## src/rtl/pbkdf_pkg.sv

```systemverilog
// Package for the PBKDF2 HMAC-SHA1 engine: shared types and constants.
// No dependencies.
`timescale 1ns / 1ps
package pbkdf_pkg;

  // Store sizes.
  localparam int PASSWORD_MAX = 64;
  localparam int SALT_MAX     = 64;

  localparam logic [1:0] MODE_PASSWORD = 2'd0;
  localparam logic [1:0] MODE_SALT     = 2'd1;
  localparam logic [1:0] MODE_START    = 2'd2;
  localparam logic [1:0] MODE_RSVD     = 2'd3; // unused, dropped

  localparam logic [1:0] STATUS_OK       = 2'd0;
  localparam logic [1:0] STATUS_PASS_LONG = 2'd1;
  localparam logic [1:0] STATUS_SALT_LONG = 2'd2;

  localparam logic [0:0] CFG_ITER = 1'b0;
  localparam logic [0:0] CFG_KLEN = 1'b1;

  // Controller to datapath commands.
  typedef struct packed {
    logic       init_chain;   // load SHA-1 initial value
    logic       start_comp;   // begin one 80-round compression
    logic [3:0] blk_kind;     // which message block to build
    logic       save_inner;   // keep digest as inner hash
    logic       save_u_first; // digest is U1: load prev and acc
    logic       save_u_next;  // digest is Uj: load prev, xor acc
  } pbkdf_cmd_t;

  typedef struct packed {
    logic comp_busy;
  } pbkdf_sts_t;

  // Message block kinds.
  localparam logic [3:0] BLK_IPAD   = 4'd0;
  localparam logic [3:0] BLK_OPAD   = 4'd1;
  localparam logic [3:0] BLK_SALT0  = 4'd2; // first data block after ipad
  localparam logic [3:0] BLK_SALT1  = 4'd3; // second data block
  localparam logic [3:0] BLK_UMSG   = 4'd4; // prev U + padding (len 84)
  localparam logic [3:0] BLK_INNER  = 4'd5; // inner hash + padding (len 84)

  function automatic logic [31:0] rotl(input logic [31:0] v, input int n);
    rotl = (v << n) | (v >> (32 - n));
  endfunction

endpackage

```

## src/rtl/pbkdf_ram.sv

```systemverilog
// Generic single-port-write RAM with registered read.
// No dependencies.
`timescale 1ns / 1ps
module pbkdf_ram #(
  parameter int WIDTH = 8,
  parameter int DEPTH = 64
) (
  input  logic                     clk,
  input  logic                     we,
  input  logic [$clog2(DEPTH)-1:0] waddr,
  input  logic [WIDTH-1:0]         wdata,
  input  logic [$clog2(DEPTH)-1:0] raddr,
  output logic [WIDTH-1:0]         rdata
);
  logic [WIDTH-1:0] mem [DEPTH];

  // Write and registered read.
  always_ff @(posedge clk) begin
    if (we) mem[waddr] <= wdata;
    rdata <= mem[raddr];
  end
endmodule

```

## src/rtl/pbkdf_datapath.sv

```systemverilog
// Datapath: password/salt stores, block builder, SHA-1 round unit, U and
// accumulator registers. Depends on pbkdf_pkg and pbkdf_ram.
`timescale 1ns / 1ps
module pbkdf_datapath
  import pbkdf_pkg::*;
(
  input  logic        clk,
  input  logic        rst_n,
  input  logic        pw_we,
  input  logic [5:0]  pw_waddr,
  input  logic        salt_we,
  input  logic [$clog2(SALT_MAX)-1:0] salt_waddr,
  input  logic [7:0]  wbyte,
  input  logic [6:0]  pw_count,
  input  logic [$clog2(SALT_MAX+1)-1:0] salt_count,
  input  logic [2:0]  block_num,
  input  pbkdf_cmd_t  cmd,
  output pbkdf_sts_t  sts,
  input  logic [4:0]  out_sel,
  output logic [7:0]  out_byte
);
  localparam int SAW = $clog2(SALT_MAX);

  // Byte stores. Read address is the byte position of the next fill step.
  logic [5:0]     pw_raddr;
  logic [SAW-1:0] salt_raddr;
  logic [7:0]     pw_rdata, salt_rdata;

  pbkdf_ram #(.WIDTH(8), .DEPTH(PASSWORD_MAX)) u_pw (
    .clk(clk), .we(pw_we), .waddr(pw_waddr), .wdata(wbyte),
    .raddr(pw_raddr), .rdata(pw_rdata));
  pbkdf_ram #(.WIDTH(8), .DEPTH(SALT_MAX)) u_salt (
    .clk(clk), .we(salt_we), .waddr(salt_waddr), .wdata(wbyte),
    .raddr(salt_raddr), .rdata(salt_rdata));

  // Message schedule window, hash state, working vars.
  logic [31:0] w_r [16];
  logic [31:0] h_r [5];
  logic [31:0] a_r, b_r, c_r, d_r, e_r;
  logic [31:0] inner_r [5];
  logic [31:0] prev_r  [5];
  logic [31:0] acc_r   [5];

  // Fill sequencer: 64 byte steps (pipelined read), then 80 rounds, then add.
  logic [1:0]  phase_r;        // 0 idle, 1 fill, 2 rounds, 3 add
  logic [6:0]  cnt_r;          // fill byte index (0..64) or round index
  logic [3:0]  kind_r;
  logic        fill_v_r;       // byte of pipeline valid
  logic [5:0]  fill_pos_r;
  logic [1:0]  fill_src_r;     // 0 const, 1 pw, 2 salt
  logic [7:0]  fill_const_r;
  logic [31:0] bytes_r;

  localparam logic [1:0] PH_IDLE = 2'd0;
  localparam logic [1:0] PH_FILL = 2'd1;
  localparam logic [1:0] PH_RND  = 2'd2;
  localparam logic [1:0] PH_ADD  = 2'd3;

  assign sts.comp_busy = (phase_r != PH_IDLE);

  // Byte value of block byte p of the current kind (combinational decode).
  logic [1:0]  src_c;
  logic [7:0]  const_c;
  logic [SAW+1:0] sidx_c;
  logic [8:0]  total_len;
  logic [15:0] bitlen;
  logic [7:0]  dig_byte;
  logic [8:0]  lpos;
  always_comb begin
    src_c   = 2'd0;
    const_c = 8'h00;
    sidx_c  = '0;
    pw_raddr = cnt_r[5:0];
    total_len = 9'd64 + 9'(salt_count) + 9'd4;
    bitlen  = 16'd0;
    dig_byte = 8'h00;
    lpos = 9'd0;
    case (kind_r)
      BLK_IPAD, BLK_OPAD: begin
        const_c = (kind_r == BLK_IPAD) ? 8'h36 : 8'h5C;
        src_c = (7'(cnt_r[5:0]) < pw_count) ? 2'd1 : 2'd0;
      end
      BLK_SALT0, BLK_SALT1: begin
        lpos = (kind_r == BLK_SALT1) ? 9'd64 + 9'(cnt_r[5:0]) : 9'(cnt_r[5:0]);
        bitlen = 16'(total_len) << 3;
        sidx_c = (SAW+2)'(lpos);
        if (lpos < 9'(salt_count)) src_c = 2'd2;
        else if (lpos < 9'(salt_count) + 9'd3) const_c = 8'h00;
        else if (lpos == 9'(salt_count) + 9'd3) const_c = {5'd0, block_num};
        else if (lpos == 9'(salt_count) + 9'd4) const_c = 8'h80;
        else if (lpos >= 9'd62 && kind_r == BLK_SALT0 && total_len - 9'd64 < 9'd56)
          const_c = (lpos == 9'd62) ? bitlen[15:8] : bitlen[7:0];
        else if (lpos >= 9'd126)
          const_c = (lpos == 9'd126) ? bitlen[15:8] : bitlen[7:0];
        else const_c = 8'h00;
      end
      default: begin
        // 20-byte digest then padding for 84-byte total (672 bits).
        if (cnt_r[5:0] < 6'd20) begin
          if (kind_r == BLK_UMSG)
            dig_byte = 8'(prev_r[cnt_r[4:2]] >> (5'd24 - {cnt_r[1:0], 3'b000}));
          else
            dig_byte = 8'(inner_r[cnt_r[4:2]] >> (5'd24 - {cnt_r[1:0], 3'b000}));
          const_c = dig_byte;
        end else if (cnt_r[5:0] == 6'd20) const_c = 8'h80;
        else if (cnt_r[5:0] == 6'd62) const_c = 8'h02;
        else if (cnt_r[5:0] == 6'd63) const_c = 8'hA0;
        else const_c = 8'h00;
      end
    endcase
    salt_raddr = sidx_c[SAW-1:0];
  end

  logic [7:0] fbyte;
  always_comb begin
    case (fill_src_r)
      2'd1:    fbyte = pw_rdata ^ fill_const_r;
      2'd2:    fbyte = salt_rdata;
      default: fbyte = fill_const_r;
    endcase
  end

  // SHA-1 round logic.
  logic [6:0]  t;
  logic [31:0] wt, f, k, tmp;
  assign t = cnt_r;
  always_comb begin
    if (t < 7'd16) wt = w_r[t[3:0]];
    else wt = rotl(w_r[4'(t - 7'd3)] ^ w_r[4'(t - 7'd8)] ^
                   w_r[4'(t - 7'd14)] ^ w_r[t[3:0]], 1);
    if (t < 7'd20) begin
      f = (b_r & c_r) | (~b_r & d_r); k = 32'h5A827999;
    end else if (t < 7'd40) begin
      f = b_r ^ c_r ^ d_r; k = 32'h6ED9EBA1;
    end else if (t < 7'd60) begin
      f = (b_r & c_r) | (b_r & d_r) | (c_r & d_r); k = 32'h8F1BBCDC;
    end else begin
      f = b_r ^ c_r ^ d_r; k = 32'hCA62C1D6;
    end
    tmp = rotl(a_r, 5) + f + e_r + k + wt;
  end

  // Sequencer and registers.
  always_ff @(posedge clk) begin
    if (!rst_n) begin
      phase_r  <= PH_IDLE;
      cnt_r    <= '0;
      kind_r   <= BLK_IPAD;
      fill_v_r <= 1'b0;
    end else begin
      if (cmd.init_chain) begin
        h_r[0] <= 32'h67452301; h_r[1] <= 32'hEFCDAB89; h_r[2] <= 32'h98BADCFE;
        h_r[3] <= 32'h10325476; h_r[4] <= 32'hC3D2E1F0;
      end
      // Registered byte pipeline lands into the word window.
      if (fill_v_r) begin
        bytes_r <= {bytes_r[23:0], fbyte};
        if (fill_pos_r[1:0] == 2'd3) w_r[fill_pos_r[5:2]] <= {bytes_r[23:0], fbyte};
      end
      case (phase_r)
        PH_IDLE: begin
          fill_v_r <= 1'b0;
          if (cmd.start_comp) begin
            phase_r <= PH_FILL;
            kind_r  <= cmd.blk_kind;
            cnt_r   <= '0;
          end
        end
        PH_FILL: begin
          fill_v_r     <= (cnt_r < 7'd64);
          fill_pos_r   <= cnt_r[5:0];
          fill_src_r   <= src_c;
          fill_const_r <= const_c;
          if (cnt_r == 7'd64) begin
            phase_r <= PH_RND;
            cnt_r   <= '0;
            a_r <= h_r[0]; b_r <= h_r[1]; c_r <= h_r[2]; d_r <= h_r[3]; e_r <= h_r[4];
          end else cnt_r <= cnt_r + 7'd1;
        end
        PH_RND: begin
          fill_v_r <= 1'b0;
          w_r[t[3:0]] <= wt;
          e_r <= d_r; d_r <= c_r; c_r <= rotl(b_r, 30); b_r <= a_r; a_r <= tmp;
          if (cnt_r == 7'd79) phase_r <= PH_ADD;
          cnt_r <= cnt_r + 7'd1;
        end
        default: begin
          h_r[0] <= h_r[0] + a_r; h_r[1] <= h_r[1] + b_r; h_r[2] <= h_r[2] + c_r;
          h_r[3] <= h_r[3] + d_r; h_r[4] <= h_r[4] + e_r;
          phase_r <= PH_IDLE;
        end
      endcase
    end
  end

  // Digest capture.
  always_ff @(posedge clk) begin
    for (int i = 0; i < 5; i++) begin
      if (cmd.save_inner) inner_r[i] <= h_r[i];
      if (cmd.save_u_first) begin
        prev_r[i] <= h_r[i];
        acc_r[i]  <= h_r[i];
      end
      if (cmd.save_u_next) begin
        prev_r[i] <= h_r[i];
        acc_r[i]  <= acc_r[i] ^ h_r[i];
      end
    end
  end

  assign out_byte = 8'(acc_r[out_sel[4:2]] >> (5'd24 - {out_sel[1:0], 3'b000}));

  assert property (@(posedge clk) disable iff (!rst_n)
    phase_r == PH_RND |-> cnt_r < 7'd80)
    else $error("round index out of range");
  assert property (@(posedge clk) disable iff (!rst_n)
    (phase_r == PH_RND && cnt_r == 7'd79) |=> phase_r == PH_ADD)
    else $error("missing final add");
  assert property (@(posedge clk) disable iff (!rst_n)
    phase_r == PH_ADD |=> phase_r == PH_IDLE)
    else $error("add not single cycle");
endmodule

```

## config.mk

```make
export PLATFORM = sky130hd
export DESIGN_NAME = pbkdf_datapath
export DESIGN_NICKNAME = d
export VERILOG_FILES = /design/src/rtl/pbkdf_pkg.sv /design/src/rtl/pbkdf_ram.sv /design/src/rtl/pbkdf_datapath.sv
export SDC_FILE = /design/constraint.sdc
export NUM_CORES = 2
export LEC_CHECK = 0
export BUFFER_PORTS_ARGS = -buffer_cell sky130_fd_sc_hd__clkbuf_2
export CORE_AREA = 2 2 568 570
export CTS_CLUSTER_SIZE = 24
export DETAILED_ROUTE_END_ITERATION = 8
export DIE_AREA = 0 0 570 572
export GPL_ROUTABILITY_DRIVEN = 0
export SLEW_MARGIN = 20
export SYNTH_ARGS = -nofsm -noshare
export SYNTH_HDL_FRONTEND = slang
export SYNTH_SLANG_ARGS = --single-unit
```

## constraint.sdc

```tcl
create_clock -name clk -period 9.15 [get_ports clk]
set_input_delay 0.4575 -clock clk [delete_from_list [all_inputs] [get_ports clk]]
set_output_delay 0.4575 -clock clk [all_outputs]
set_load 0.02 [all_outputs]
```

==> Word level (Yosys, flattened, before mapping) <==
Memory sizes are Yosys's and may differ from the RTL's. A register that Yosys moved wholly into a read port is not among the register bits.
Index checks and enable logic that the tools add are counted.
{ "word_totals": {"output_inout_bits": 9, "inputBits": 55, "word_cells": 222, "mem_bits_rw": 2176, "ff_bits": 214, "n_memories": 7} }
{ "mem_list": {"columns": ["name", "depth", "word_bits", "read_ports", "rd_ports_with_merged_regs", "wr", "line_no", "rtl"], "rows": [
  ["u_pw.mem", 64, 8, 1, 1, 1, "pbkdf_ram.sv:15", "logic [WIDTH-1:0] mem [DEPTH];"],
  ["u_salt.mem", 64, 8, 1, 1, 1, "pbkdf_ram.sv:15", null],
  ["w_r", 16, 32, 4, 1, 2, "pbkdf_datapath.sv:37", "logic [31:0] w_r [16];"],
  ["acc_r", 5, 32, 6, 0, 5, "pbkdf_datapath.sv:42", "logic [31:0] acc_r [5];"],
  ["h_r", 5, 32, 5, 0, 5, "pbkdf_datapath.sv:38", "logic [31:0] h_r [5];"],
  ["inner_r", 5, 32, 1, 1, 5, "pbkdf_datapath.sv:40", "logic [31:0] inner_r [5];"],
  ["1 more memories", null, null, null, null, null, null, null]
]} }
{ "classes": {"eq_ne": 21, "bitwise": 37, "n_lt_le_gt_ge": 12, "reduce_logical": 18, "addsub": 21, "shift": 3, "n_mux": 90} }
{ "op_table": {"columns": ["operator", "n"], "rows": [
  ["32-bit 2-to-1 mux", 26],
  ["32-bit one-hot mux with 2 select lines", 5],
  ["32-bit XOR", 10],
  ["32-bit adder", 9],
  ["32-bit AND", 4],
  ["8-bit 2-to-1 mux", 14],
  ["32-bit bitwise OR", 3],
  ["32-bit by 5-bit >> shifter with 8-bit output", 3],
  ["32-bit inverter", 1],
  ["32-bit by 1-bit bitwise OR with 32-bit output", 1],
  ["32-bit by 30-bit bitwise OR with 32-bit output", 1],
  ["32-bit by 5-bit bitwise OR with 32-bit output", 1],
  ["8-bit one-hot mux with 2 select lines", 2],
  ["31-bit 2-to-1 mux", 1],
  ["1-bit 2-to-1 mux", 24],
  ["7-bit 2-to-1 mux", 3],
  ["7-bit one-hot mux with 3 select lines", 1],
  ["8-bit == test", 2],
  ["1-bit bitwise OR", 15],
  ["7-bit == test (second input constant)", 2],
  ["7-bit by 5-bit less-than comparator with 1-bit output (second input constant)", 2],
  ["7-bit by 6-bit less-than comparator with 1-bit output (second input constant)", 2],
  ["6-bit == test (second input constant)", 2],
  ["3-bit 2-to-1 mux", 4],
  ["other kinds (43)", 64]
]} }

==> Longest topological paths before layout <==
{ "depth": {"depth_word": 11, "depth_mapped": 37, "depth_no_buf": 27} }

==> Hierarchy <==
A second synthesis with hierarchy kept.
{ "unflattened": {"cells_unflattened": 7883, "hier_area_um2": 127065.6} }
{ "modules_own_cells": {"columns": ["mod", "area_per_inst_um2", "seq_area_each_um2", "cells_per_inst", "n_inst"], "rows": [
  ["pbkdf_datapath", 86731.9, 40979.3, 6003, 1],
  ["pbkdf_ram", 20166.8, 15534.9, 940, 2]
]} }

==> Worst setup path after synthesis <==
OpenSTA, ideal clock, no wires.
{ "synth_path": {"kind": "register -> register", "startpoint": "register cnt_r[1]", "endpoint": "register a_r[0] (enable)", "required_ps": 8468, "synth_period_minus_slack_ps": 9389, "stages_incl_launch_ff": 10, "t_arrival_ps": 8707, "slack_ps": -239, "n_path_buf": 7, "path_cell_list": "dfxtp_1 -> buf_2 -> buf_2 -> buf_2 -> buf_4 -> buf_4 -> buf_2 -> buf_2 -> o41a_1 -> nor2_1"} }
{ "synth_between": {"elab_chain_cells": 3} }
{ "synth_rtl": {"columns": ["item", "line_no", "rtl"], "rows": [
  ["from (decl)", "pbkdf_datapath.sv:46", "logic [6:0] cnt_r;"],
  ["from (signal assigned)", "pbkdf_datapath.sv:178", "end else cnt_r <= cnt_r + 7'd1;"],
  ["from (signal assigned)", "pbkdf_datapath.sv:185", "cnt_r <= cnt_r + 7'd1;"],
  ["7-bit == test", "pbkdf_datapath.sv:174", "if (cnt_r == 7'd64) begin"],
  ["2-bit inequality test (no source line)", null, null],
  ["3-bit AND reduction (no source line)", null, null],
  ["to (signal assigned)", "pbkdf_datapath.sv:177", "a_r <= h_r[0]; b_r <= h_r[1]; c_r <= h_r[2]; d_r <= h_r[3]; e_r <= h_r[4];"],
  ["to (signal assigned)", "pbkdf_datapath.sv:183", "e_r <= d_r; d_r <= c_r; c_r <= rotl(b_r, 30); b_r <= a_r; a_r <= tmp;"],
  ["to (decl)", "pbkdf_datapath.sv:39", "logic [31:0] a_r, b_r, c_r, d_r, e_r;"]
]} }
No other way between the ends.
A chain may end at the register's enable or synchronous reset.

==> Worst setup path in the final report <==
{ "layout_path": {"startpoint": "register cnt_r[1]", "endpoint": "register a_r[29] (data pin)"} }
{ "layout_between": {"elab_chain_cells": 9, "word_cells_on_any_way": 24, "cone_classes": "add/sub (7); order compare (4); mux (8); bitwise (4); memory (1)"} }
{ "layout_rtl": {"columns": ["item", "line_no", "rtl"], "rows": [
  ["7-bit by 6-bit less-than comparator with 1-bit output (tied with other cells)", "pbkdf_datapath.sv:135", "end else if (t < 7'd60) begin"],
  ["32-bit 2-to-1 mux / memory read 16 x 32 bit (equally long branches)", null, null],
  ["32-bit 2-to-1 mux / 32-bit XOR (equally long branches)", "pbkdf_datapath.sv:133, pbkdf_datapath.sv:129", null],
  ["32-bit 2-to-1 mux / 32-bit XOR (equally long branches)", "pbkdf_datapath.sv:131, pbkdf_datapath.sv:129", null],
  ["32-bit adder / 32-bit XOR (equally long branches)", "pbkdf_datapath.sv:140, pbkdf_datapath.sv:130", null],
  ["32-bit adder / 32-bit by 1-bit bitwise OR with 32-bit output (equally long branches)", "pbkdf_datapath.sv:140, pbkdf_pkg.sv:45", null],
  ["32-bit adder / 32-bit 2-to-1 mux (equally long branches)", "pbkdf_datapath.sv:140, pbkdf_datapath.sv:128", null],
  ["32-bit adder (*)", "pbkdf_datapath.sv:140", "tmp = rotl(a_r, 5) + f + e_r + k + wt;"],
  ["32-bit one-hot mux with 2 select lines (*)", "pbkdf_datapath.sv:160", "case (phase_r)"]
]} }
Every way passes the cells marked *; elsewhere a longest branch is shown, timed or not.

==> results.cfg <==
[power]
power_density_nw_per_um2 = 225
vdd_drop_max_mv = 0.241
leakage_nw = 44.4
power_mw = 31.9

[timing]
setup_tns_ns = 0
hold_violations = 0
post-route-period-util_pct = 89.0
slew_violations = 0
slew_headroom_pct = 15.7
fin_skew_ns = 0.0740
tightest_slew_ns = 1.25
finalSetupViolCount = 0
fin_ws_ns = 1.01
period_needed_ns = 8.14
hold_slack_ns = 0.0525
fmaxAchievable_mhz = 123
rsz0062_at_grt = no

[detailed_routing]
drt_iter0_drc = 9803
vias_per_cell = 6.17
vias = 76789
first_pass_iters = 6
wl_per_cell_microns = 30.4
route.detailed.drc = 0
wl_microns = 379000
ant_nets = 0

[layout]
drive_gt1_share_pct = 28.1
syn2layout_area_growth_pct = 11.1
fin_cells = 12449
nNetsFinal = 8440

[place]
pre_cts_ws_ns = 1.06
numPortBuffers = 63
dp_cells = 11950
hpwl_microns = 238000

[cts]
cts_htree_levels = 5
clkTransAtPathRegs_ns = 0.06
cts_root_buf = clkbuf_16
cts_tree = done
clkLatencyLatePin_ns = 0.86
numCtsBuffers = 272
cts_resized = 0
cts_sinks = 2411
cts_buffer_depth = 4

[floorplan]
pin_count = 64
rows = 208
chipWidth_microns = 570
die_h_microns = 572
initial_core_util_pct = 39.8
die-area_sq_um = 326000
core_area_sq_um = 320000

[grt]
grt_use_total_pct = 23.0
grt_start_max_net_pins = 151
antenna_found_initial = 32
grt_overflow = 0
grt_pass1_wl_microns = 547000
grt_pass1_vias = 76107

[critical_path]
slowest_delay_ns = 0.60
path_max_fanout = 96
arrival_ns = 8.84
timing.critical_path.buf_inv = 5
worstSetupEndpointType = flip-flop
cp_common_cell = fa_1
crit_family = adder cells
required_ns = 9.85
critical_path.cell_chain = buf_12 > buf_4 > mux4_2 > mux4_2 > xor2_1 > xnor2_1 > o21ai_1 > buf_4 > fa_1 > fa_1 > inv_1 > fa_1 > inv_1 > ha_1 > a21o_1 > a21oi_1 > nor2b_1 > nor3_1 > or3b_1 > a21oi_1 > o31a_1 > or4_1 > nand3_1
critPathKind = reg2reg
cp-start-kind = flip-flop
slowest_stage = buf_4

[run_status]
status = completed

[logic_synthesis]
synth_cells = 8044
ys.flop_type = edfxtp_1
ys_seq_elements = 2411
synth_area_sq_um = 127000
yosys.area.top_type = edfxtp_1
synth_nets = 8452
async_flop_share_pct = 0
synth-edff-count = 2376
yosysUniqueCellTypes = 83
netlist_top_cells_area = edfxtp_1 56%, mux4_2 18%, mux2_2 5.0%, ha_1 2.2%, fa_1 2.0%
seq_area_frac_synth_pct = 56.6
ys.warnings.count = 0
avgSynthCellArea_sq_um = 15.8
synth_top_area_share_pct = 56.0

[min_path]
hold_class = in2reg

[run]
cap_violations = 0
worst paths after layout:
path                            startpoint         to  slack [ns]  cells after the start
worst min register to register    fill_v_r   fill_v_r        0.53                      2
worst max register to register    cnt_r[1]    a_r[29]        1.01                     23
worst max-delay path              cnt_r[1]    a_r[29]        1.01                     23
worst min-delay path                cmd[6]  kind_r[3]        0.05                      3
metrics by stage:
step | instance area [sq um] | util, %
finish | 141000 | 44.2
global route | 141000 | 44.2
CTS | 141000 | 44.2
detailed placement | 133000 | 41.5
global placement | 133000 | 41.5
floorplan | 127000 | -
cells by family (layout without fill, tap and decap cells):
logic type	count (synthesis)	after routing	share of synthesized area, %
AO/OA/AOI/OAI	1074	1074	5.30
XOR/XNOR	394	394	2.71
adder cells (fa/ha/maj)	353	353	4.21
buffers and inverters	813	998	2.64
flip-flops	2411	2411	56.6
multiplexers	1706	1706	24.0
other	0	20	0
AND/OR/NAND/NOR	1293	1293	4.53
worst register-to-register path: cells and delay by family, from the launching register on:
| kind | cells | cell delay, ns |
|---|---|---|
| adders and majority gates | 4 | 1.77 |
| buffers and inverters | 5 | 1.58 |
| and+or+nand+nor | 5 | 1.41 |
| muxes | 2 | 1.09 |
| AOI/OAI and AO/OA | 5 | 1.06 |
| xor gates and xnor gates | 2 | 0.70 |
| DFF | 1 | 0.42 |
repair_timing:
item	in CTS	in global routing
hold buffers	8	0
endpoints found under the hold margin	6	0
setup buffers	0	0
state kept, by name (all words and copies together), names as in the netlist, 4 cells and up, named ones only:
| register | count |
|---|---|
| fill_const_r | 8 |
| u_pw.mem | 512 |
| d_r | 32 |
| e_r | 32 |
| acc_r | 160 |
| cnt_r | 7 |
| u_pw.rdata | 8 |
| w_r | 512 |
| h_r | 160 |
| b_r | 32 |
| fill_pos_r | 6 |
| c_r | 32 |
| bytes_r | 24 |
| a_r | 32 |
| u_salt.rdata | 8 |
| prev_r | 160 |
| inner_r | 160 |
| kind_r | 4 |
| u_salt.mem | 512 |
placed cells by master, fill, tap and decap left out, types with 180 or more instances in the layout:
| cell | netlist | routed |
|---|---|---|
| clkbuf_16 | 0 | 279 |
| mux2_2 | 571 | 571 |
| mux4_2 | 1023 | 1023 |
| xnor2_1 | 278 | 276 |
| a21oi_1 | 338 | 338 |
| inv_1 | 271 | 271 |
| nor2_1 | 444 | 429 |
| nand2_1 | 457 | 454 |
| o21ai_0 | 183 | 180 |
| ha_1 | 228 | 225 |
| edfxtp_1 | 2376 | 2376 |
report_power, final:
group          switching (mW)  total [mW]  internal [mW]
Sequential              0.474        13.2           12.7
Clock                    4.58        10.9           6.27
Combinational            4.53        7.81           3.28
layout make-up:
type	instances	area [sq um]
multi-input cells	4820	52400
repair buffers	241	1940
clock buffers	335	7240
well taps	4200	5260
inverters	286	1070
diodes	20	50.0
flip-flops and latches	2411	72100
fillers	27598	178000
clock inverters	136	1410
cell usage after synthesis (12+ instances only):
| master | number |
|---|---|
| edfxtp_1 | 2376 |
| mux4_2 | 1023 |
| mux2_2 | 571 |
| nand2_1 | 457 |
| nor2_1 | 444 |
| a21oi_1 | 338 |
| clkbuf_1 | 303 |
| xnor2_1 | 278 |
| inv_1 | 271 |
| ha_1 | 228 |
| o21ai_0 | 183 |
| buf_2 | 144 |
| fa_1 | 125 |
| xor2_1 | 116 |
| a211oi_1 | 109 |
| mux2i_1 | 109 |
| o21ai_1 | 77 |
| a21o_1 | 67 |
| nand3_1 | 66 |
| nor3_1 | 62 |
| buf_1 | 55 |
| o21a_1 | 49 |
| nor2b_1 | 46 |
| nand2b_1 | 41 |
| dfxtp_1 | 35 |
| and3_1 | 32 |
| o221ai_1 | 30 |
| nand4_1 | 26 |
| a31oi_1 | 24 |
| or3_1 | 22 |
| o211ai_1 | 21 |
| and2_1 | 19 |
| nor3b_1 | 19 |
| o31ai_1 | 16 |
| buf_4 | 15 |
| o22ai_1 | 14 |
| inv_2 | 13 |
| nor4_1 | 13 |
| o21bai_1 | 13 |
| a21boi_0 | 12 |
| nand3b_1 | 12 |
per-layer routing:
layer,track usage (%),routed length [microns]
met4,8.01,14000
met2,35.9,176000
met3,4.34,34900
met5,0,45
met1,32.1,154000
Power figures use the tool's default switching activity.
