--- config.mk ---
export PLATFORM = sky130hd
export DESIGN_NAME = pbkdf_ctrl
export DESIGN_NICKNAME = d
export VERILOG_FILES = /design/src/rtl/pbkdf_pkg.sv /design/src/rtl/pbkdf_ctrl.sv
export SDC_FILE = /design/constraint.sdc
export NUM_CORES = 1
export LEC_CHECK = 0
export BUFFER_PORTS_ARGS = -buffer_cell sky130_fd_sc_hd__buf_4
export CAP_MARGIN = 20
export CORE_MARGIN = 2
export CORE_UTILIZATION = 40
export DETAILED_ROUTE_END_ITERATION = 6
export GPL_TIMING_DRIVEN = 0
export SYNTH_ARGS = -nofsm -noshare
export SYNTH_HDL_FRONTEND = slang
export SYNTH_SLANG_ARGS = --single-unit
export TNS_END_PERCENT = 20
--- constraint.sdc ---
create_clock -name clk -period 10.1 [get_ports clk]
set_input_delay 2.02 -clock clk [delete_from_list [all_inputs] [get_ports clk]]
set_output_delay 2.02 -clock clk [all_outputs]
set_load 0.005 [all_outputs]
--- src/rtl/pbkdf_pkg.sv ---
// Package for the PBKDF2 HMAC-SHA1 engine: shared types and constants.
// No dependencies.
`timescale 1ns / 1ps
package pbkdf_pkg;

  // Store sizes.
  localparam int PASSWORD_MAX = 64;
  localparam int SALT_MAX     = 64;

  localparam logic [1:0] MODE_PASSWORD = 2'd0;
  localparam logic [1:0] MODE_SALT     = 2'd1;
  localparam logic [1:0] MODE_START    = 2'd2;
  localparam logic [1:0] MODE_RSVD     = 2'd3; // unused, dropped

  localparam logic [1:0] STATUS_OK       = 2'd0;
  localparam logic [1:0] STATUS_PASS_LONG = 2'd1;
  localparam logic [1:0] STATUS_SALT_LONG = 2'd2;

  localparam logic [0:0] CFG_ITER = 1'b0;
  localparam logic [0:0] CFG_KLEN = 1'b1;

  // Controller to datapath commands.
  typedef struct packed {
    logic       init_chain;   // load SHA-1 initial value
    logic       start_comp;   // begin one 80-round compression
    logic [3:0] blk_kind;     // which message block to build
    logic       save_inner;   // keep digest as inner hash
    logic       save_u_first; // digest is U1: load prev and acc
    logic       save_u_next;  // digest is Uj: load prev, xor acc
  } pbkdf_cmd_t;

  typedef struct packed {
    logic comp_busy;
  } pbkdf_sts_t;

  // Message block kinds.
  localparam logic [3:0] BLK_IPAD   = 4'd0;
  localparam logic [3:0] BLK_OPAD   = 4'd1;
  localparam logic [3:0] BLK_SALT0  = 4'd2; // first data block after ipad
  localparam logic [3:0] BLK_SALT1  = 4'd3; // second data block
  localparam logic [3:0] BLK_UMSG   = 4'd4; // prev U + padding (len 84)
  localparam logic [3:0] BLK_INNER  = 4'd5; // inner hash + padding (len 84)

  function automatic logic [31:0] rotl(input logic [31:0] v, input int n);
    rotl = (v << n) | (v >> (32 - n));
  endfunction

endpackage

--- src/rtl/pbkdf_ctrl.sv ---
// Controller: input handshake, counts, overflow, HMAC/PBKDF2 sequencing
// and key byte output. Depends on pbkdf_pkg.
`timescale 1ns / 1ps
module pbkdf_ctrl
  import pbkdf_pkg::*;
#(
  parameter int KEY_MAX        = 64,
  parameter int ITERATION_BITS = 24
) (
  input  logic        clk,
  input  logic        rst_n,
  input  logic        in_tvalid,
  output logic        in_tready,
  input  logic [1:0]  in_mode,
  input  logic [7:0]  in_byte,
  input  logic        cfg_we,
  input  logic [0:0]  cfg_idx,
  input  logic [23:0] cfg_wdata,
  output logic        pw_we,
  output logic [5:0]  pw_waddr,
  output logic        salt_we,
  output logic [$clog2(SALT_MAX)-1:0] salt_waddr,
  output logic [6:0]  pw_count,
  output logic [$clog2(SALT_MAX+1)-1:0] salt_count,
  output logic [2:0]  block_num,
  output pbkdf_cmd_t  cmd,
  input  pbkdf_sts_t  sts,
  output logic [4:0]  out_sel,
  input  logic [7:0]  out_byte,
  output logic        out_tvalid,
  input  logic        out_tready,
  output logic [7:0]  out_key,
  output logic        out_last,
  output logic [1:0]  out_status
);
  localparam int SCW = $clog2(SALT_MAX+1);

  localparam logic [3:0] S_LOAD  = 4'd0;
  localparam logic [3:0] S_HMAC  = 4'd1;  // issue next compression
  localparam logic [3:0] S_WAIT  = 4'd2;
  localparam logic [3:0] S_EMIT  = 4'd3;
  localparam logic [3:0] S_ERR   = 4'd4;
  localparam logic [3:0] S_GAP   = 4'd5;

  logic [3:0]  state_r;
  logic [23:0] iter_cfg_r;
  logic [6:0]  klen_cfg_r;
  logic [6:0]  pw_cnt_r;
  logic [SCW-1:0] salt_cnt_r;
  logic [1:0]  ovf_r;
  logic [ITERATION_BITS-1:0] iter_r, iter_left_r;
  logic [6:0]  klen_r, n_r;
  logic [2:0]  blk_r;
  logic [4:0]  j_r;
  logic [2:0]  step_r;  // compression step inside HMAC
  logic [2:0]  nsteps;
  logic        first_r; // computing U1
  logic        last_r;
  logic [7:0]  key_r;
  logic [1:0]  stat_r;
  logic        ovalid_r;

  assign pw_count   = pw_cnt_r;
  assign salt_count = salt_cnt_r;
  assign block_num  = blk_r;
  assign out_sel    = j_r;
  assign out_tvalid = ovalid_r;
  assign out_key    = key_r;
  assign out_last   = last_r;
  assign out_status = stat_r;

  logic acc_in;
  assign in_tready = (state_r == S_LOAD) && !ovalid_r;
  assign acc_in    = in_tvalid && in_tready;

  assign pw_we      = acc_in && in_mode == MODE_PASSWORD && pw_cnt_r < 7'(PASSWORD_MAX);
  assign pw_waddr   = pw_cnt_r[5:0];
  assign salt_we    = acc_in && in_mode == MODE_SALT && salt_cnt_r < SCW'(SALT_MAX);
  assign salt_waddr = salt_cnt_r[SCW-2:0];

  // U1 has ipad, salt block(s), opad, inner; later Us have four steps.
  logic two_salt;
  assign two_salt = (7'd64 - 7'(salt_cnt_r) < 7'd9) ||
                    (8'(salt_cnt_r) + 8'd4 >= 8'd56);
  assign nsteps = (first_r && two_salt) ? 3'd5 : 3'd4;

  logic [3:0] kind;
  always_comb begin
    if (step_r == 3'd0) kind = BLK_IPAD;
    else if (step_r == 3'd1) kind = first_r ? BLK_SALT0 : BLK_UMSG;
    else if (step_r == 3'd2 && first_r && two_salt) kind = BLK_SALT1;
    else if (step_r == nsteps - 3'd2) kind = BLK_OPAD;
    else kind = BLK_INNER;
  end

  logic [ITERATION_BITS-1:0] iter_c;
  logic [6:0] klen_c;
  always_comb begin
    iter_c = ITERATION_BITS'(iter_cfg_r);
    if (iter_c == '0) iter_c = ITERATION_BITS'(1);
    klen_c = klen_cfg_r;
    if (klen_c == 7'd0) klen_c = 7'd1;
    if (klen_c > 7'(KEY_MAX)) klen_c = 7'(KEY_MAX);
  end

  always_comb begin
    cmd = '0;
    if (state_r == S_HMAC) begin
      cmd.start_comp = 1'b1;
      cmd.blk_kind   = kind;
      cmd.init_chain = (step_r == 3'd0) || (step_r == nsteps - 3'd2);
    end
    if (state_r == S_WAIT && !sts.comp_busy && step_r == nsteps - 3'd3)
      cmd.save_inner = 1'b1;
    if (state_r == S_WAIT && !sts.comp_busy && step_r == nsteps - 3'd1) begin
      cmd.save_u_first = first_r;
      cmd.save_u_next  = !first_r;
    end
  end

  // Main sequencer.
  always_ff @(posedge clk) begin
    if (!rst_n) begin
      state_r    <= S_LOAD;
      iter_cfg_r <= 24'd1;
      klen_cfg_r <= 7'd20;
      pw_cnt_r   <= '0;
      salt_cnt_r <= '0;
      ovf_r      <= 2'b00;
      ovalid_r   <= 1'b0;
      step_r     <= '0;
      first_r    <= 1'b0;
      blk_r      <= '0;
      n_r        <= '0;
      j_r        <= '0;
    end else begin
      if (cfg_we) begin
        if (cfg_idx == CFG_ITER) iter_cfg_r <= cfg_wdata;
        else klen_cfg_r <= cfg_wdata[6:0];
      end
      // Drop the output once taken; the emit state handles its own refill.
      if (ovalid_r && out_tready && state_r != S_EMIT) ovalid_r <= 1'b0;
      case (state_r)
        S_LOAD: begin
          if (acc_in) begin
            if (in_mode == MODE_PASSWORD) begin
              if (pw_cnt_r < 7'(PASSWORD_MAX)) pw_cnt_r <= pw_cnt_r + 7'd1;
              else ovf_r[0] <= 1'b1;
            end else if (in_mode == MODE_SALT) begin
              if (salt_cnt_r < SCW'(SALT_MAX)) salt_cnt_r <= salt_cnt_r + 1'b1;
              else ovf_r[1] <= 1'b1;
            end else if (in_mode == MODE_START) begin
              if (ovf_r != 2'b00) state_r <= S_ERR;
              else begin
                iter_r  <= iter_c;
                klen_r  <= klen_c;
                n_r     <= '0;
                blk_r   <= 3'd1;
                iter_left_r <= iter_c;
                first_r <= 1'b1;
                step_r  <= '0;
                state_r <= S_HMAC;
              end
            end
          end
        end
        S_ERR: begin
          ovalid_r <= 1'b1;
          key_r    <= 8'd0;
          last_r   <= 1'b1;
          stat_r   <= ovf_r[0] ? STATUS_PASS_LONG : STATUS_SALT_LONG;
          pw_cnt_r <= '0; salt_cnt_r <= '0; ovf_r <= 2'b00;
          state_r  <= S_LOAD;
        end
        S_HMAC: state_r <= S_GAP;
        S_GAP:  state_r <= S_WAIT;
        S_WAIT: begin
          if (!sts.comp_busy) begin
            if (step_r == nsteps - 3'd1) begin
              step_r  <= '0;
              first_r <= 1'b0;
              if (iter_left_r > ITERATION_BITS'(1)) begin
                iter_left_r <= iter_left_r - 1'b1;
                state_r <= S_HMAC;
              end else begin
                j_r <= '0;
                state_r <= S_EMIT;
              end
            end else begin
              step_r  <= step_r + 3'd1;
              state_r <= S_HMAC;
            end
          end
        end
        default: begin // S_EMIT: one key byte per transfer
          if (!ovalid_r || out_tready) begin
            ovalid_r <= 1'b1;
            key_r    <= out_byte;
            last_r   <= (n_r + 7'd1 == klen_r);
            stat_r   <= STATUS_OK;
            n_r      <= n_r + 7'd1;
            if (n_r + 7'd1 == klen_r) begin
              pw_cnt_r <= '0; salt_cnt_r <= '0; ovf_r <= 2'b00;
              state_r <= S_LOAD;
            end else if (j_r == 5'd19) begin
              blk_r <= blk_r + 3'd1;
              iter_left_r <= iter_r;
              first_r <= 1'b1;
              step_r  <= '0;
              state_r <= S_HMAC;
            end else j_r <= j_r + 5'd1;
          end
        end
      endcase
    end
  end

  assert property (@(posedge clk) disable iff (!rst_n)
    (ovalid_r && !out_tready) |=> ovalid_r && $stable(key_r))
    else $error("output lost under stall");
  assert property (@(posedge clk) disable iff (!rst_n)
    state_r == S_EMIT |-> n_r < klen_r)
    else $error("emitted past key length");
  assert property (@(posedge clk) disable iff (!rst_n)
    in_tready |-> state_r == S_LOAD)
    else $error("input taken while busy");
endmodule

Yosys cells after proc, flatten, opt, wreduce, memory -nomap -nowiden
Index checks and enable logic that the tools add are counted.
- bits in registers: 137
- latch bits: 0
- RAM bits: 0
- ROM bits: 0
- input port bits: 49
- output and inout bits: 58
- logic and storage cells: 245
- memories kept: 0
- add/sub/neg operators: 12
- $mul: 0
- divide/modulo/power cells: 0
- magnitude comparators: 6
- eq/ne operators: 33
- shift-type cells: 0
- muxes and demuxes: 110
- bitwise logic cells: 9
- reduce and logical (&&, ||, !) cells: 56
- operators by type and width (operator ; number):
    $mux W24 ; 12
    $mux W7 ; 16
    $mux W3 ; 24
    $pmux W24 S3 ; 1
    $pmux W7 S3 ; 2
    $reduce_and A7 Y1 ; 6
    $mux W4 ; 9
    $mux W5 ; 6
    $gt A24 B1 Y1 const B ; 1
    $logic_not A24 Y1 ; 1
    $sub A24 B1 Y24 const B ; 1
    $ne A2 B2 Y1 const B ; 11
    $add A7 B1 Y7 const B ; 3
    $mux W1 ; 20
    $pmux W4 S5 ; 1
    $pmux W8 S2 ; 1
    $logic_and A1 B1 Y1 ; 14
    $lt A7 B7 Y1 const B ; 2
    $mux W2 ; 7
    $ne A2 B1 Y1 const B ; 7
    $pmux W7 S2 ; 1
    $reduce_and A13 Y1 ; 1
    $reduce_and A6 Y1 ; 2
    $reduce_bool A3 Y1 ; 4
    other kinds (47) ; 73

Depth between registers and ports, before layout
Gate-level depths: netlist of the first run.
- depth in word-level cells: 12
- depth in mapped cells: 10

Worst setup path after synthesis of the first run
No wires, ideal clock.
- kind: input to output
- from: input port in_tvalid
- to: output port salt_we
- arrival: 2.563 ns
- required time: 8.080 ns
- path slack: 5.517 ns
- stages: 3
- path buffers: 0
- path through: nand2b_1 -> or2_2 -> nor2_1
- longest elaborated chain between the ends: 3
- RTL lines (element ; line ; source):
    start: declaration ; pbkdf_ctrl.sv:12 ; input logic in_tvalid,
    $logic_and A1 B1 Y1 ; pbkdf_ctrl.sv:74 ; assign acc_in = in_tvalid && in_tready;
    $logic_and A1 B1 Y1 (2 in series) ; pbkdf_ctrl.sv:78 ; assign salt_we = acc_in && in_mode == MODE_SALT && salt_cnt_r < SCW'(SALT_MAX);
    end: declaration ; pbkdf_ctrl.sv:21 ; output logic salt_we,
Every way passes these cells.

==> results of run 1 <==
[kinds of logic (layout without fill, tap and decap cells)]
group / count (synthesis) / count (layout) / synth area share, %
xor gates and xnor gates: 31 / 31 / 3.82
AOI/OAI and AO/OA: 179 / 179 / 15.7
adders and majority gates: 15 / 15 / 2.64
DFF: 136 / 136 / 47.7
other: 1 / 1 / 0.0528
buffers and inverters: 94 / 223 / 5.73
muxes: 11 / 11 / 1.57
and+or+nand+nor: 324 / 324 / 22.9
[power by group]
part / internal [mW] / switching, mW
logic: 0.135 / 0.236
clock network: 0.341 / 0.258
registers: 0.631 / 0.0249
[path summary, 6_finish.rpt]
path / from / endpoint / slack [ns] / cells after the start
max: salt_count[2] / cmd[0] / 4.67 / 10
min: klen_cfg_r[0] / klen_cfg_r[0] / 0.47 / 2
max reg2reg: salt_count[2] / iter_left_r[5] / 6.26 / 11
min reg2reg: klen_cfg_r[0] / klen_cfg_r[0] / 0.47 / 2
[synth_stat cells, drive strengths merged (4+ instances only)]
cell,number
a211oi,6
a21o,6
a21oi,62
a22oi,4
a31oi,6
and2,13
and3,4
buf,19
clkbuf,56
dfxtp,70
edfxtp,66
ha,15
inv,19
mux2i,10
nand2,113
nand2b,7
nand3,22
nand3b,4
nand4,7
nor2,65
nor2b,13
nor3,22
nor4,13
o211ai,5
o21a,5
o21ai,54
o31ai,7
or3,13
or4,11
xnor2,15
xor2,16
[state kept, by name (all words and copies together), names as in the netlist, 5 cells and up]
| name | count |
|---|---|
| iter_cfg_r | 24 |
| iter_left_r | 24 |
| iter_r | 24 |
| out_key | 8 |
| klen_cfg_r | 7 |
| klen_r | 7 |
| n_r | 7 |
| pw_count | 7 |
| salt_count | 7 |
| out_sel | 5 |
[final cells by class]
class                           instances  area (sq um)  share of cell area (%)
Buffer                                 75           335                    3.86
Timing Repair Buffer                   97           736                    8.46
Clock inverter                         13           110                    1.27
Multi-Input combinational cell        561          3310                    38.1
Sequential cell                       136          3380                    38.9
Tap cell                              225           282                    3.24
Clock buffer                           19           464                    5.34
Inverter                               19          71.3                   0.820
[critical path: stages, from the launching register on]
cell and delay, ns:
dfxtp_1 0.54, inv_1 0.14, ha_1 0.33, a211oi_1 0.05, a2111o_1 0.39, a221oi_1 0.46, a22oi_1 0.22, and2_1 0.22
or3_1 0.40, nor2_1 0.11, buf_4 0.12
[per-layer routing]
| metal | share of wire, % | up-vias | GRT usage (%) |
|---|---|---|---|
| li1 | - | 3044 | - |
| met1 | 48 | 2794 | 26.2 |
| met2 | 45 | 138 | 31.0 |
| met3 | 4.5 | 29 | 4.27 |
| met4 | 1.9 | 0 | 6.47 |
| met5 | 0 | - | 0 |
==> flow_metrics.env, run 1 <==
export IMPL_status="completed"
export IMPL_cts_hold_buf=0
export IMPL_fin_crit_sh_pct=53.7
export IMPL_worstPathRequired_ns=8.08
export IMPL_cts_root_buf="clkbuf_16"
export IMPL_worstSetupEndpointType="output pin"
export IMPL_core_sq_um=17300
export IMPL_max_slew_margin_rel_pct=45.9
export IMPL_start_util_pct=41.0
export IMPL_cts_resized_gates=0
export IMPL_path_class="register to output pin"
export IMPL_vias=6005
export IMPL_ys_ff_latch=136
export IMPL_avgRoutedWirePerCell_microns=15.6
export IMPL_avgSynthCellArea_sq_um=8.98
export IMPL_syn_area_sq_um=7100
export IMPL_dp_cells=1112
export IMPL_io_buffers=95
export IMPL_tns_ns=0
export IMPL_ant_nets=0
export IMPL_fin_area_sq_um=8690
export IMPL_post_place_ws_ns=4.84
export IMPL_grt_overflow=0
export IMPL_tightest_slew_ns=0.799
export IMPL_clk_path_buf_depth=2
export IMPL_final_hold_viol_count=0
export IMPL_drive_gt1_share_pct=17.6
export IMPL_synth_edf_count=66
export IMPL_dieWidth_microns=137
export IMPL_grt_max_degree=32
export IMPL_fillers=1698
export IMPL_finClkSkew_ns=0.00950
export IMPL_min_path_type="register to register"
export IMPL_cts_sinks=136
export IMPL_whs_ns=0.466
export IMPL_power_density_nw_per_um2=187
export IMPL_dp_hpwl_microns=12800
export IMPL_gp_congestion=0.832
export IMPL_first_pass_iters=5
export IMPL_grt_total_usage_pct=19.4
export IMPL_grt_pass1_vias=5665
export IMPL_ys_warn_count=0
export IMPL_numCtsBuffers=17
export IMPL_async_reset_ff_share_pct=0
export IMPL_drtIter0Drc=298
export IMPL_period_needed_ns=5.43
export IMPL_viasPerCell=5.24
export IMPL_yosysUniqueCellTypes=70
export IMPL_path_clk_slew_ns=0.06
export IMPL_rsz0062_at_grt="no"
export IMPL_cap_viol_max_count=0
export IMPL_synthesis_nets=855
export IMPL_cts_tree="yes"
export IMPL_antenna_cells=0
export IMPL_grt_antenna_before_repair=0
export IMPL_synthCells=791
export IMPL_fmax_mhz=184
export IMPL_path_max_fanout=11
export IMPL_critPathArrivalTime_ns=3.41
export IMPL_synth_top_area_cell="edfxtp_1"
export IMPL_ir_drop_mv=0.131
export IMPL_slew_viol_final=0
export IMPL_setup_slack_ns=4.67
export IMPL_drc=0
export IMPL_grt_pass1_wl_microns=28400
export IMPL_p_total_mw=1.63
export IMPL_dieArea_sq_um=18800
export IMPL_final_core_util_pct=50.3
export IMPL_synth_seq_area_share_pct=47.7
export IMPL_wl_microns=17800
export IMPL_final_cells=1145
export IMPL_cts_setup_buffers=0
export IMPL_finalSetupViolations=0
export IMPL_final_common_cell="nand2_1"
export IMPL_area_growth_pct=22.4
export IMPL_power_leakage_nw=3.20
export IMPL_htreeDepth=4
export IMPL_die_h_microns=137
export IMPL_final_cell_mix="113 x nand2_1, 109 x buf_4, 70 x dfxtp_1"
export IMPL_ios=107
export IMPL_clkLatencyLatePin_ns=0.42
export IMPL_placed_cell_area_sq_um=8100
export IMPL_synth_ff_type="dfxtp_1"
export IMPL_layout_nets=971
export IMPL_synth_top_area_share_pct=27.9
export IMPL_crit_path_start_kind="register"
export IMPL_ys_top_cells_by_area="edfxtp_1 28%, dfxtp_1 20%, nand2_1 6.0%, a21oi_1 4.4%, o21ai_0 3.7%"
export IMPL_num_rows=48
(Power assumes the default switching activity.)
==> run 2: changes to the inputs <==
--- a/config.mk
+++ b/config.mk
@@ -5,6 +5,7 @@
 export SDC_FILE = /design/constraint.sdc
 export NUM_CORES = 1
 export LEC_CHECK = 0
+export ABC_AREA = 1
 export BUFFER_PORTS_ARGS = -buffer_cell sky130_fd_sc_hd__buf_4
 export CAP_MARGIN = 20
 export CORE_MARGIN = 2
==> constraint.sdc (replaced) <==
create_clock -name clk -period 5.5 [get_ports clk]
set_input_delay 1.1 -clock clk [delete_from_list [all_inputs] [get_ports clk]]
set_output_delay 1.1 -clock clk [all_outputs]
set_load 0.005 [all_outputs]
==> run 2 against run 1 <==
  * Combinational power grew to 2.9 times the previous value
  * Wire length grew 2.4%
  * Hold slack lost 0.015 ns
  * Sequential power grew 97%
  * Worst setup slack lost 3.0 ns
  * Critical path depth grew 5
  * Core utilization shrank 0.36 points
  * Critical endpoint is now cmd[5]
==> flow_metrics.env, run 2 <==
export IMPL_power_leakage_nw=3.68
export IMPL_yosysMostFrequentCell="nand2_1"
export IMPL_ys_ff_latch=136
export IMPL_dp_hpwl_microns=13400
export IMPL_num_rows=49
export IMPL_rsz0062_at_grt="no"
export IMPL_core_sq_um=17800
export IMPL_wl_microns=18300
export IMPL_p_int_mw=2.29
export IMPL_gp_congestion=0.880
export IMPL_crit_path_start_kind="register"
export IMPL_power_density_nw_per_um2=397
export IMPL_cts_sinks=136
export IMPL_yosysUniqueCellTypes=47
export IMPL_tightest_slew_ns=0.780
export IMPL_path_max_fanout=7
export IMPL_synthesis_nets=967
export IMPL_whs_ns=0.451
export IMPL_vias=6321
export IMPL_grt_pass1_vias=5978
export IMPL_grt_pass1_wl_microns=30100
export IMPL_grt_overflow=0
export IMPL_tns_ns=0
export IMPL_worstSetupEndpointType="output pin"
export IMPL_viasPerCell=5.00
export IMPL_p_sw_share_pct=35.2
export IMPL_synth_edf_count=66
export IMPL_die_h_microns=138
export IMPL_synth_seq_area_share_pct=46.8
export IMPL_ys_top_cells_by_area="edfxtp_1 27%, dfxtp_1 19%, nand2_1 8.2%, nor2_1 6.6%, inv_1 4.8%"
export IMPL_finClkSkew_ns=0.00727
export IMPL_worstPathRequired_ns=4.40
export IMPL_drive_gt1_share_pct=17.4
export IMPL_clk_path_buf_depth=2
export IMPL_fin_crit_sh_pct=70.0
export IMPL_period_needed_ns=3.85
export IMPL_htreeDepth=4
export IMPL_grt_antenna_before_repair=0
export IMPL_grt_max_degree=32
export IMPL_cts_resized_gates=0
export IMPL_area_growth_pct=23.1
export IMPL_ys_warn_count=0
export IMPL_slew_viol_final=0
export IMPL_final_common_cell="nand2_1"
export IMPL_grt_total_usage_pct=19.5
export IMPL_cts_setup_buffers=0
export IMPL_p_clk_share_pct=32.6
export IMPL_avgSynthCellArea_sq_um=8.01
export IMPL_synth_ff_type="dfxtp_1"
export IMPL_drtIter0Drc=338
export IMPL_numCtsBuffers=17
export IMPL_cap_viol_max_count=0
export IMPL_ios=107
export IMPL_min_path_type="register to register"
export IMPL_cts_tree="yes"
export IMPL_synth_top_area_cell="edfxtp_1"
export IMPL_final_hold_viol_count=0
export IMPL_cts_root_buf="clkbuf_16"
export IMPL_dieWidth_microns=138
export IMPL_max_slew_margin_rel_pct=48.0
export IMPL_p_switching_mw=1.25
export IMPL_reg_top3="iter_cfg_r: 24 flops, iter_left_r: 24 flops, iter_r: 24 flops"
export IMPL_fillers=1769
export IMPL_fmax_mhz=260
export IMPL_status="completed"
export IMPL_dieArea_sq_um=19200
export IMPL_syn_area_sq_um=7230
export IMPL_ir_drop_mv=0.258
export IMPL_first_pass_iters=5
export IMPL_start_util_pct=40.5
export IMPL_cts_hold_buf=0
export IMPL_synthTopCellsByCount="158 x nand2_1, 128 x nor2_1, 92 x inv_1"
export IMPL_synthCells=903
export IMPL_antenna_cells=0
export IMPL_synth_top_area_share_pct=27.4
export IMPL_path_class="register to output pin"
export IMPL_final_cell_mix="158 x nand2_1, 127 x nor2_1, 113 x buf_4"
export IMPL_finalSetupViolations=0
export IMPL_ant_nets=0
export IMPL_layout_nets=1087
export IMPL_seq_power_share_pct=36.6
export IMPL_drc=0
export IMPL_clkLatencyLatePin_ns=0.42
export IMPL_async_reset_ff_share_pct=0
export IMPL_critPathArrivalTime_ns=2.75
export IMPL_io_buffers=97
export IMPL_comb_power_share_pct=30.8
export IMPL_avgRoutedWirePerCell_microns=14.4
export IMPL_path_clk_slew_ns=0.06
-- run 2: cell count changes in the layout (fill, tap and decap cells not counted), sizes merged, moves of 10 or more --
cell,previous run,this run
or4,11,0
or3,13,0
nor3,22,12
nand4,7,22
nand2,113,161
o211ai,5,23
clkbuf,75,60
and2,13,0
nand3,22,59
nor2,65,136
mux2i,10,0
nor2b,13,0
inv,25,101
-- run 2: final timing paths --
path	start	endpoint	slack [ns]	cells past startpoint
worst max-delay path	salt_count[2]	cmd[5]	1.65	15
worst min-delay path	ovf_r[1]	ovf_r[1]	0.45	2
worst max register to register	salt_count[2]	iter_left_r[17]	2.38	17
worst min register to register	ovf_r[1]	ovf_r[1]	0.45	2
-- run 2: cells by family after synthesis --
| family | count (synthesis) | synth area share [%] |
|---|---|---|
| simple gates | 408 | 25.4 |
| buf+inv | 161 | 9.38 |
| compound gates | 153 | 12.3 |
| flops | 136 | 46.8 |
| xor+xnor | 29 | 3.51 |
| fa+ha+maj | 15 | 2.60 |
| other cells | 1 | 0.0519 |
-- run 2: power by group through the flow --
stage,sequential [mW],clock [mW],combinational [mW]
global route,1.31,1.21,1.22
finish,1.29,1.15,1.09
CTS,1.29,1.17,1.09
global placement,1.32,0,1.06
detailed placement,1.31,0,1.08
floorplan,1.30,0,0.747
-- run 2: worst max-delay path, stage by stage, from the launching register on --
cell     delay (ns)
dfxtp_1        0.41
buf_2          0.23
inv_1          0.09
ha_1           0.29
inv_1          0.05
nand2_1        0.05
nand3_1        0.08
nor2_1         0.05
nor2_1         0.13
nand2_1        0.15
nand2_1        0.14
xor2_1         0.19
nand3_1        0.11
o21ai_0        0.16
inv_1          0.06
buf_4          0.13
-- run 2: metrics by stage --
stage / total power [mW] / setup slack (ns) / utilization (%) / instances / cell area [sq um]
6_report: 3.53 / 1.65 / 49.9 / 1265 / 8900
5_1_grt: 3.74 / 1.41 / 49.9 / 1265 / 8900
4_1_cts: 3.55 / 1.65 / 49.8 / 1264 / 8890
3_5_place_dp: 2.40 / 2.12 / 46.5 / 1232 / 8300
3_3_place_gp: 2.38 / 0.234 / 46.2 / 1229 / 8250
2_1_floorplan: 2.04 / 1.58 / - / 903 / 7230
-- run 2: cell type report --
| class | count | area [sq um] | area share, % |
|---|---|---|---|
| buffer | 63 | 308 | 3.46 |
| multi-input combinational | 606 | 3180 | 35.7 |
| clock buffer | 19 | 454 | 5.10 |
| timing repair buffer | 101 | 774 | 8.70 |
| inverter | 98 | 370 | 4.16 |
| clock inverter | 13 | 143 | 1.60 |
| tap | 229 | 287 | 3.22 |
| sequential | 136 | 3380 | 38.0 |
-- run 2: layer usage --
| layer | up-vias | part of all wire, % | track usage (%) |
|---|---|---|---|
| met5 | - | 0 | 0 |
| li1 | 3236 | - | - |
| met1 | 2911 | 47 | 26.0 |
| met4 | 0 | 1.7 | 6.02 |
| met3 | 21 | 4.9 | 4.36 |
| met2 | 153 | 46 | 31.7 |
